**config.mk**
```make
export PLATFORM = sky130hd
export DESIGN_NAME = touch_gesture_classifier_flat
export DESIGN_NICKNAME = d
export VERILOG_FILES = /design/src/hw/rtl/tgc_pkg.sv /design/src/hw/rtl/tgc_if.sv /design/src/hw/rtl/tgc_sample.sv /design/src/hw/rtl/touch_gesture_classifier.sv /design/src/flat_wrapper.sv
export SDC_FILE = /design/constraint.sdc
export NUM_CORES = 1
export LEC_CHECK = 0
export BUFFER_PORTS_ARGS = -buffer_cell sky130_fd_sc_hd__buf_4
export CAP_MARGIN = 20
export CORE_MARGIN = 2
export CORE_UTILIZATION = 40
export CTS_CLUSTER_SIZE = 12
export DETAILED_ROUTE_END_ITERATION = 7
export MAX_ROUTING_LAYER = met4
export PLACE_DENSITY = 0.63
export SYNTH_ARGS = -nofsm -noshare
export SYNTH_HDL_FRONTEND = slang
export SYNTH_SLANG_ARGS = --single-unit
```
**constraint.sdc**
```tcl
create_clock -name clk -period 6.7 [get_ports clk]
set_clock_uncertainty 0.15 [all_clocks]
set_input_delay 0.67 -clock clk [delete_from_list [all_inputs] [get_ports clk]]
set_output_delay 0.67 -clock clk [all_outputs]
set_load 0.1 [all_outputs]
```
**src/hw/rtl/tgc_pkg.sv**
```systemverilog
package tgc_pkg;

	localparam int RAW_W   = 12;
	localparam int COORD_W = 8;
	localparam int TIME_W  = 32;
	localparam int CFG_W   = 16;
	localparam int DRIFT_W = 9;

	localparam logic [RAW_W-1:0] SCREEN_SIZE = 12'd240;
	localparam logic [RAW_W-1:0] SCREEN_MAX  = SCREEN_SIZE - 12'd1;
	localparam logic [RAW_W-1:0] RAW_LIMIT   = 12'd500;
	localparam logic [RAW_W-1:0] X_OFFSET    = 12'h0FF;

	localparam logic [3:0] FINGERS_MIN = 4'd1;
	localparam logic [3:0] FINGERS_MAX = 4'd2;

	typedef logic [2:0] cfg_index_t;

	localparam cfg_index_t CFG_LONG_PRESS_TIME = 3'd0;
	localparam cfg_index_t CFG_TAP_DRIFT_LIMIT = 3'd1;
	localparam cfg_index_t CFG_SWIPE_DISTANCE  = 3'd2;
	localparam cfg_index_t CFG_RELEASE_TIMEOUT = 3'd3;
	localparam cfg_index_t CFG_DEBOUNCE_TIME   = 3'd4;

	typedef enum logic [2:0] {
		GEST_TAP        = 3'd0,
		GEST_LONG_PRESS = 3'd1,
		GEST_SWIPE_UP   = 3'd2,
		GEST_SWIPE_DOWN = 3'd3,
		GEST_SWIPE_LEFT = 3'd4,
		GEST_SWIPE_RIGHT = 3'd5
	} gesture_t;

	typedef struct packed {
		logic [TIME_W-1:0] time_ms;
		logic              expander_line;
		logic              irq_seen;
		logic              read_ok;
		logic [7:0]        finger_byte;
		logic [7:0]        x_high;
		logic [7:0]        x_low;
		logic [7:0]        y_high;
		logic [7:0]        y_low;
	} poll_t;

	typedef struct packed {
		logic               ok;
		logic [COORD_W-1:0] x;
		logic [COORD_W-1:0] y;
	} sample_t;

	typedef struct packed {
		gesture_t           gesture;
		logic [COORD_W-1:0] pos_x;
		logic [COORD_W-1:0] pos_y;
		logic [TIME_W-1:0]  duration;
	} result_t;

endpackage

```
**src/hw/rtl/tgc_if.sv**
```systemverilog
interface tgc_poll_if;
	logic        valid;
	logic        ready;
	logic [31:0] time_ms;
	logic        expander_line;
	logic        irq_seen;
	logic        read_ok;
	logic [7:0]  finger_byte;
	logic [7:0]  x_high;
	logic [7:0]  x_low;
	logic [7:0]  y_high;
	logic [7:0]  y_low;

	modport source (
		output valid, time_ms, expander_line, irq_seen, read_ok,
		output finger_byte, x_high, x_low, y_high, y_low,
		input  ready
	);
	modport sink (
		input  valid, time_ms, expander_line, irq_seen, read_ok,
		input  finger_byte, x_high, x_low, y_high, y_low,
		output ready
	);
endinterface

interface tgc_result_if;
	logic        valid;
	logic        ready;
	logic [2:0]  gesture;
	logic [7:0]  pos_x;
	logic [7:0]  pos_y;
	logic [31:0] duration;

	modport source (
		output valid, gesture, pos_x, pos_y, duration,
		input  ready
	);
	modport sink (
		input  valid, gesture, pos_x, pos_y, duration,
		output ready
	);
endinterface

```
**src/hw/rtl/tgc_sample.sv**
```systemverilog
module tgc_sample (
	input  tgc_pkg::poll_t   poll,
	output tgc_pkg::sample_t sample
);
	import tgc_pkg::*;

	logic [RAW_W-1:0] raw_x;
	logic [RAW_W-1:0] raw_y;
	logic [RAW_W-1:0] m;
	logic [RAW_W-1:0] y_full;
	logic [3:0]       fingers;

	assign fingers = poll.finger_byte[3:0];
	assign raw_x   = {poll.x_high[3:0], poll.x_low};
	assign raw_y   = {poll.y_high[3:0], poll.y_low};
	assign m       = X_OFFSET - raw_x;
	assign y_full  = SCREEN_MAX - m;

	assign sample.ok = poll.read_ok
		&& fingers >= FINGERS_MIN && fingers <= FINGERS_MAX
		&& raw_x <= RAW_LIMIT && raw_y <= RAW_LIMIT
		&& raw_y < SCREEN_SIZE && m <= SCREEN_MAX;
	assign sample.x  = raw_y[COORD_W-1:0];
	assign sample.y  = y_full[COORD_W-1:0];
endmodule

```
**src/hw/rtl/touch_gesture_classifier.sv**
```systemverilog
// Touch gesture classifier: turns touch controller polls into tap, long press
// and four-way swipe items.
// poll channel (valid/ready): one item per poll with the time stamp, interrupt
// indications and raw coordinate bytes. result channel (valid/ready): zero or
// one gesture item per poll. Config: write cfg_wdata to register cfg_index
// while cfg_we is high; write only while no item is in flight.
// Timing: a poll is registered at acceptance and evaluated in the next cycle;
// its gesture (if any) is registered at the end of that cycle unless a stall
// holds it. Throughput: one poll per cycle unless stalled; the single
// evaluation stage between the input register and the result register sets it.
// Reset: clears the touch state and loads the default timing and drift limits.
// Stall: a waiting result holds in the result register; polls that produce no
// gesture keep flowing, and a poll that would produce one waits in the input
// register until the result is taken.
module touch_gesture_classifier (
	input  logic                           clk,
	input  logic                           arst_n,
	tgc_poll_if.sink                       poll,
	tgc_result_if.source                   result,
	input  logic                           cfg_we,
	input  tgc_pkg::cfg_index_t            cfg_index,
	input  logic [tgc_pkg::CFG_W-1:0]      cfg_wdata
);
	import tgc_pkg::*;

	logic [15:0]        long_press_time_q;
	logic [8:0]         tap_drift_limit_q;
	logic [8:0]         swipe_distance_q;
	logic [15:0]        release_timeout_q;
	logic [15:0]        debounce_time_q;

	logic               pressed_q;
	logic               long_done_q;
	logic               pending_q;
	logic [TIME_W-1:0]  press_time_q;
	logic [TIME_W-1:0]  last_time_q;
	logic [COORD_W-1:0] start_x_q;
	logic [COORD_W-1:0] start_y_q;
	logic [COORD_W-1:0] now_x_q;
	logic [COORD_W-1:0] now_y_q;

	logic               valid_s1;
	poll_t              poll_s1;
	poll_t              poll_in;
	sample_t            sample;

	logic               out_valid_q;
	result_t            res_q;

	logic [TIME_W-1:0]  held;
	logic [TIME_W-1:0]  idle;
	logic [COORD_W-1:0] adx;
	logic [COORD_W-1:0] ady;
	logic [DRIFT_W-1:0] drift;
	logic               pending_next;
	logic               long_fire;
	logic               rel;
	logic               rel_emit;
	logic               emit;
	logic               s1_fire;
	result_t            res_d;

	assign poll_in.time_ms       = poll.time_ms;
	assign poll_in.expander_line = poll.expander_line;
	assign poll_in.irq_seen      = poll.irq_seen;
	assign poll_in.read_ok       = poll.read_ok;
	assign poll_in.finger_byte   = poll.finger_byte;
	assign poll_in.x_high        = poll.x_high;
	assign poll_in.x_low         = poll.x_low;
	assign poll_in.y_high        = poll.y_high;
	assign poll_in.y_low         = poll.y_low;

	tgc_sample u_sample (
		.poll   (poll_s1),
		.sample (sample)
	);

	always_comb begin
		held  = poll_s1.time_ms - press_time_q;
		idle  = poll_s1.time_ms - last_time_q;
		adx   = (now_x_q > start_x_q) ? now_x_q - start_x_q : start_x_q - now_x_q;
		ady   = (now_y_q > start_y_q) ? now_y_q - start_y_q : start_y_q - now_y_q;
		drift = {1'b0, adx} + {1'b0, ady};

		pending_next = pending_q || !poll_s1.expander_line || poll_s1.irq_seen;
		long_fire = pressed_q && !long_done_q
			&& held >= {16'd0, long_press_time_q} && drift <= tap_drift_limit_q;
		rel = pressed_q && !sample.ok && idle >= {16'd0, release_timeout_q};
		rel_emit = rel && !long_done_q && !long_fire
			&& held >= {16'd0, debounce_time_q};
		emit = long_fire || rel_emit;

		res_d.duration = held;
		res_d.pos_x    = start_x_q;
		res_d.pos_y    = start_y_q;
		res_d.gesture  = GEST_TAP;
		priority if (long_fire) begin
			res_d.gesture = GEST_LONG_PRESS;
		end else if (drift >= swipe_distance_q) begin
			res_d.pos_x = now_x_q;
			res_d.pos_y = now_y_q;
			if (adx > ady) begin
				res_d.gesture = (now_x_q > start_x_q) ? GEST_SWIPE_RIGHT : GEST_SWIPE_LEFT;
			end else begin
				res_d.gesture = (now_y_q > start_y_q) ? GEST_SWIPE_DOWN : GEST_SWIPE_UP;
			end
		end else begin
			res_d.gesture = GEST_TAP;
		end
	end

	assign s1_fire    = valid_s1 && (!emit || !out_valid_q || result.ready);
	assign poll.ready = !valid_s1 || s1_fire;

	always_ff @(posedge clk or negedge arst_n) begin
		if (!arst_n) begin
			long_press_time_q <= 16'd400;
			tap_drift_limit_q <= 9'd35;
			swipe_distance_q  <= 9'd40;
			release_timeout_q <= 16'd120;
			debounce_time_q   <= 16'd20;
		end else if (cfg_we) begin
			unique case (cfg_index)
				CFG_LONG_PRESS_TIME: long_press_time_q <= cfg_wdata;
				CFG_TAP_DRIFT_LIMIT: tap_drift_limit_q <= cfg_wdata[8:0];
				CFG_SWIPE_DISTANCE:  swipe_distance_q  <= cfg_wdata[8:0];
				CFG_RELEASE_TIMEOUT: release_timeout_q <= cfg_wdata;
				CFG_DEBOUNCE_TIME:   debounce_time_q   <= cfg_wdata;
				default: ;
			endcase
		end
	end

	always_ff @(posedge clk or negedge arst_n) begin
		if (!arst_n) begin
			valid_s1 <= 1'b0;
		end else if (poll.ready) begin
			valid_s1 <= poll.valid;
		end
	end

	always_ff @(posedge clk) begin
		if (poll.valid && poll.ready) begin
			poll_s1 <= poll_in;
		end
	end

	always_ff @(posedge clk or negedge arst_n) begin
		if (!arst_n) begin
			pressed_q    <= 1'b0;
			long_done_q  <= 1'b0;
			pending_q    <= 1'b0;
			press_time_q <= '0;
			last_time_q  <= '0;
			start_x_q    <= '0;
			start_y_q    <= '0;
			now_x_q      <= '0;
			now_y_q      <= '0;
		end else if (s1_fire) begin
			if (pressed_q) begin
				pending_q <= pending_next;
				if (long_fire) begin
					long_done_q <= 1'b1;
				end
				if (sample.ok) begin
					now_x_q     <= sample.x;
					now_y_q     <= sample.y;
					last_time_q <= poll_s1.time_ms;
				end else if (rel) begin
					pressed_q <= 1'b0;
				end
			end else if (pending_next) begin
				pending_q <= 1'b0;
				if (sample.ok) begin
					pressed_q    <= 1'b1;
					long_done_q  <= 1'b0;
					press_time_q <= poll_s1.time_ms;
					last_time_q  <= poll_s1.time_ms;
					start_x_q    <= sample.x;
					start_y_q    <= sample.y;
					now_x_q      <= sample.x;
					now_y_q      <= sample.y;
				end
			end
		end
	end

	always_ff @(posedge clk or negedge arst_n) begin
		if (!arst_n) begin
			out_valid_q <= 1'b0;
		end else if (s1_fire && emit) begin
			out_valid_q <= 1'b1;
		end else if (result.ready) begin
			out_valid_q <= 1'b0;
		end
	end

	always_ff @(posedge clk) begin
		if (s1_fire && emit) begin
			res_q <= res_d;
		end
	end

	assign result.valid    = out_valid_q;
	assign result.gesture  = res_q.gesture;
	assign result.pos_x    = res_q.pos_x;
	assign result.pos_y    = res_q.pos_y;
	assign result.duration = res_q.duration;
endmodule

```
**src/flat_wrapper.sv**
```systemverilog
// flat-port wrapper written by rule: the top's interface ports become plain ports
module touch_gesture_classifier_flat import tgc_pkg::*;
  (clk, arst_n, cfg_we, cfg_index, cfg_wdata, poll_valid, poll_time_ms, poll_expander_line, poll_irq_seen, poll_read_ok, poll_finger_byte, poll_x_high, poll_x_low, poll_y_high, poll_y_low, poll_ready, result_valid, result_gesture, result_pos_x, result_pos_y, result_duration, result_ready);
  tgc_poll_if poll_i ();
  tgc_result_if result_i ();
  input  logic clk;
  input  logic arst_n;
  input  logic cfg_we;
  input  tgc_pkg::cfg_index_t cfg_index;
  input  logic [tgc_pkg::CFG_W-1:0] cfg_wdata;
  input wire logic [$bits(poll_i.valid)-1:0] poll_valid;
  input wire logic [$bits(poll_i.time_ms)-1:0] poll_time_ms;
  input wire logic [$bits(poll_i.expander_line)-1:0] poll_expander_line;
  input wire logic [$bits(poll_i.irq_seen)-1:0] poll_irq_seen;
  input wire logic [$bits(poll_i.read_ok)-1:0] poll_read_ok;
  input wire logic [$bits(poll_i.finger_byte)-1:0] poll_finger_byte;
  input wire logic [$bits(poll_i.x_high)-1:0] poll_x_high;
  input wire logic [$bits(poll_i.x_low)-1:0] poll_x_low;
  input wire logic [$bits(poll_i.y_high)-1:0] poll_y_high;
  input wire logic [$bits(poll_i.y_low)-1:0] poll_y_low;
  output wire logic [$bits(poll_i.ready)-1:0] poll_ready;
  output wire logic [$bits(result_i.valid)-1:0] result_valid;
  output wire logic [$bits(result_i.gesture)-1:0] result_gesture;
  output wire logic [$bits(result_i.pos_x)-1:0] result_pos_x;
  output wire logic [$bits(result_i.pos_y)-1:0] result_pos_y;
  output wire logic [$bits(result_i.duration)-1:0] result_duration;
  input wire logic [$bits(result_i.ready)-1:0] result_ready;
  assign poll_i.valid = poll_valid;
  assign poll_i.time_ms = poll_time_ms;
  assign poll_i.expander_line = poll_expander_line;
  assign poll_i.irq_seen = poll_irq_seen;
  assign poll_i.read_ok = poll_read_ok;
  assign poll_i.finger_byte = poll_finger_byte;
  assign poll_i.x_high = poll_x_high;
  assign poll_i.x_low = poll_x_low;
  assign poll_i.y_high = poll_y_high;
  assign poll_i.y_low = poll_y_low;
  assign poll_ready = poll_i.ready;
  assign result_valid = result_i.valid;
  assign result_gesture = result_i.gesture;
  assign result_pos_x = result_i.pos_x;
  assign result_pos_y = result_i.pos_y;
  assign result_duration = result_i.duration;
  assign result_i.ready = result_ready;
  touch_gesture_classifier u_core (.clk(clk), .arst_n(arst_n), .poll(poll_i), .result(result_i), .cfg_we(cfg_we), .cfg_index(cfg_index), .cfg_wdata(cfg_wdata));
endmodule
```
==> metrics.md <==
| Metric | Value |
|---|---|
| DR DRC count | 0 |
| Remaining global-route overflow | 0 |
| Max Slew Vio Count | 0 |
| Compound-Gate Fraction of Synth Area | between 10% and 20% |
| Yosys Warn Count | 0 |
| Outcome | complete, but fails checks |
| Met2 Use GR | a little under a third |
| Flops & latches, synth | between 200 and 300 |
| Violated checks | setup timing |
| Layout net count | about 2.1k |
| GRT Total Usage | between 10% and 20% |
| Placer Congestion | 0.911 |
| Die area | 45600 sq um |
| GR Layer Usage met1 | 25.5% |
| Syn Std Cell Area | approximately 18000 sq um |
| Area contributors post-synth | dfrtp_1, edfxtp_1, ha_1 |
| TritonCTS clock tree | yes |
| Endpoint class of the critical path | output port |
| GR Util met3 | around 3.7% |
| Most numerous cell in the Yosys netlist | inv_1 |
| Register area share after synthesis | between 40 and 50% |
| Initial antenna violation count | 2 |
| Crit path time final | about 6.7 ns |
| Max FO, Critical Path | 6 |
| Power Dens Cells | approximately 220 nW/um^2 |
| Peak VDD IR | ~0.15 mV |
| LEAKAGE | roughly 9 nW |
| Most Used Layer, Global Route | met2 |
| Cell at the slowest stage of the critical path | dfrtp_1 |
| Clk root buf | clkbuf_16 |
| Max Cap Viol | 0 |
| Cell variety after synth | 76 |
| Share of cells above drive strength 1 | a little over a fifth |
| Wire per inst | roughly 18 um |
| Starting density of the core | between 40% and 50% |
| Critical Path Most Common Cell | o21a_1 |
| Via density | around 5.3 |
| Cts hold-fix bufs | 0 |
| DRT iter0 DRCs | ~860 |
| Number of port buffers | between 100 and 150 |
| Final hold viol count | 0 |
| CP arrival | just under 6 ns |
| Final Worst Setup Slack | -0.0409 ns |
| Leading area contributor after synthesis | dfrtp_1 |
| Worst hold path type | input port to asynchronous set/reset pin |
| Cells after Synth | roughly 1.7k |
| Post-synth top cells | inv_1, ha_1, dfrtp_1 |
| Post-route clock period utilization | 101% |
| Post-Route WL | approximately 43000 um |
| Post-synthesis mux area share | approximately a tenth |
| Worst-Margin Slew | ~1.0 ns |
| CP Class | register to output port |
| Final Hold Slack | ~0.058 ns |
| Number of buffers created by CTS | 34 |
| Synth Area per Inst | about 10 sq um |
| Clock buffer depth | 3 |
| Synth Area in Adders | 13.5% |
| Simple-gate portion of the synthesized area | under 10% |
| Register clock-pin slew on the reported worst setup and hold paths | 0.06 ns |
| Filler instances | between 4k and 5k |
| Overall die width | ~210 um |
| Critical path launch point type | register |
| Main combinational cell family by area after synthesis | compound AO/OA/AOI/OAI gates |
| Post-synthesis xor/xnor area fraction | roughly 3.4% |
| Crit path largest cell delay | between 0.3 and 0.4 ns |
| EDFF count, synth | 114 |
| Ys async rst share | 59.4% |
| Detailed-placement wirelength estimate | around 33000 um |
| Drt first pass iters | 5 |
| First-pass GRT wire length | just under 70000 um |
| Area Overhead vs Synth | 18.3% |
| Max_slew headroom | a little under a third |
| Post-synth top area share | a little over a fifth |
| Data required, critical path | just under 6 ns |
| Clock Sinks | around 280 |
| Core box area | 43200 sq um |
| # rows | between 70 and 80 |
| RSZ-0062 raised after global routing | yes |
| Endpoints failing setup | 1 |
| Fmax | ~0.15 GHz |
| Post-DRT Antenna Nets | 0 |
| Largest net degree at the start of global routing | 101 |
| CTS H-tree lvls | 2 |
| Top FF cell, synth | dfrtp_1 |
| Top Ports | around 150 |
| Worst-skew pair later-pin latency | approximately 0.54 ns |
| Syn_nets | about 2k |
| Die height | roughly 210 um |
| Pre-CTS WS | approximately 0.15 ns |
| Via count | around 13k |
| Vias in the first global route | roughly 13k |
==> repair_timing <==
item | 4_1_cts | 5_1_grt
gates cloned | 0 | 0
pin swaps | 14 | 12
gates resized for setup | 21 | 0
setup buffers | 15 | 3
endpoints found under the setup margin | 1 | 1
==> metal layers <==
layer	vias up	wire length (um)	part of all wire, %
met1	6360	19800	46
met5	-	0	0
met3	76	2280	5.3
met2	322	20100	46
li1	6384	-	-
met4	0	1270	2.9
==> per-stage QoR <==
stage / utilization, % / cells / power [mW] / TNS, ns / cell area (sq um)
6_report: 48.1 / 2465 / 4.57 / -0.0409 / 20800
2_1_floorplan: - / 1691 / 2.51 / -50.26 / 17600
5_1_grt: 48.1 / 2465 / 4.81 / -0.322 / 20800
3_3_place_gp: 45.0 / 2384 / 2.75 / 0 / 19400
4_1_cts: 48.0 / 2459 / 4.63 / -0.0348 / 20700
3_5_place_dp: 45.0 / 2384 / 2.77 / 0 / 19400
==> sequential cells by signal, summed over array words and instances (netlist names) <==
name / flops
u_core.result.valid: 1
u_core.result.gesture: 3
u_core.press_time_q: 32
u_core.start_y_q: 8
u_core.pending_q: 1
u_core.valid_s1: 1
u_core.now_x_q: 8
u_core.long_press_time_q: 16
u_core.last_time_q: 32
u_core.tap_drift_limit_q: 9
u_core.swipe_distance_q: 9
u_core.result.pos_x: 8
u_core.poll_s1: 63
u_core.result.duration: 32
u_core.start_x_q: 8
u_core.release_timeout_q: 16
u_core.pressed_q: 1
u_core.long_done_q: 1
u_core.result.pos_y: 8
u_core.now_y_q: 8
u_core.debounce_time_q: 16
==> layout make-up <==
| cell class | instances | area [sq um] | share of cell area (%) |
|---|---|---|---|
| well taps | 585 | 732 | 3.53 |
| multi-input cells | 1158 | 9120 | 43.9 |
| diodes | 2 | 5.00 | 0.0241 |
| inverters | 199 | 747 | 3.60 |
| clock inverters | 15 | 163 | 0.783 |
| clock buffers | 45 | 933 | 4.50 |
| flip-flops and latches | 281 | 7620 | 36.7 |
| repair buffers | 180 | 1440 | 6.95 |
==> cells in the final DEF, fill, tap and decap left out, types with 21 or more instances in the layout <==
cell and count:
inv_1 198, ha_1 176, buf_4 172, dfrtp_1 153
mux2_2 115, edfxtp_1 114, nand2_1 109, o21ai_0 109
a21oi_1 103, nor2_1 61, a21o_1 48, xnor2_1 39
clkbuf_16 35, nand4_1 33, mux2i_1 31, xor2_1 27
o21a_1 26, nand3_1 22, o211ai_1 21
==> kinds of logic (layout without fill, tap and decap cells) <==
group           Yosys count  count (layout)
fa+ha+maj               185             185
flops                   281             281
simple gates            323             323
buf+inv                 252             439
mux                     151             151
compound gates          431             431
xor+xnor                 68              68
other cells               0               2
==> worst max-delay path, delay by kind of cell (launching register included) <==
family / cells / cell delay (ns)
AO/OA/AOI/OAI: 15 / 2.53
XOR/XNOR: 2 / 0.36
adder cells (fa/ha/maj): 4 / 1.13
buffers and inverters: 4 / 0.48
flip-flops: 1 / 0.39
multiplexers: 1 / 0.21
AND/OR/NAND/NOR: 3 / 0.28
==> path summary, 6_finish.rpt <==
path	start	end	slack, ns	cells past startpoint
worst max-delay path	u_core.now_y_q[0]	poll_ready	-0.04	29
worst min-delay path	arst_n	u_core.press_time_q[26]	0.06	1
worst max register to register	u_core.poll_s1[43]	u_core.result.pos_x[5]	0.46	21
worst min register to register	u_core.pending_q	u_core.pending_q	0.34	1
max in group asynchronous	arst_n	u_core.start_y_q[7]	4.79	2
min in group clk	poll_y_low[6]	u_core.poll_s1[6]	0.15	1
==> power breakdown <==
group | internal, mW | leakage (nW) | switching, mW
clock | 1.10 | 0.540 | 0.727
combinational | 0.326 | 5.23 | 0.446
sequential | 1.92 | 3.25 | 0.0516
Power figures use the tool's default switching activity.
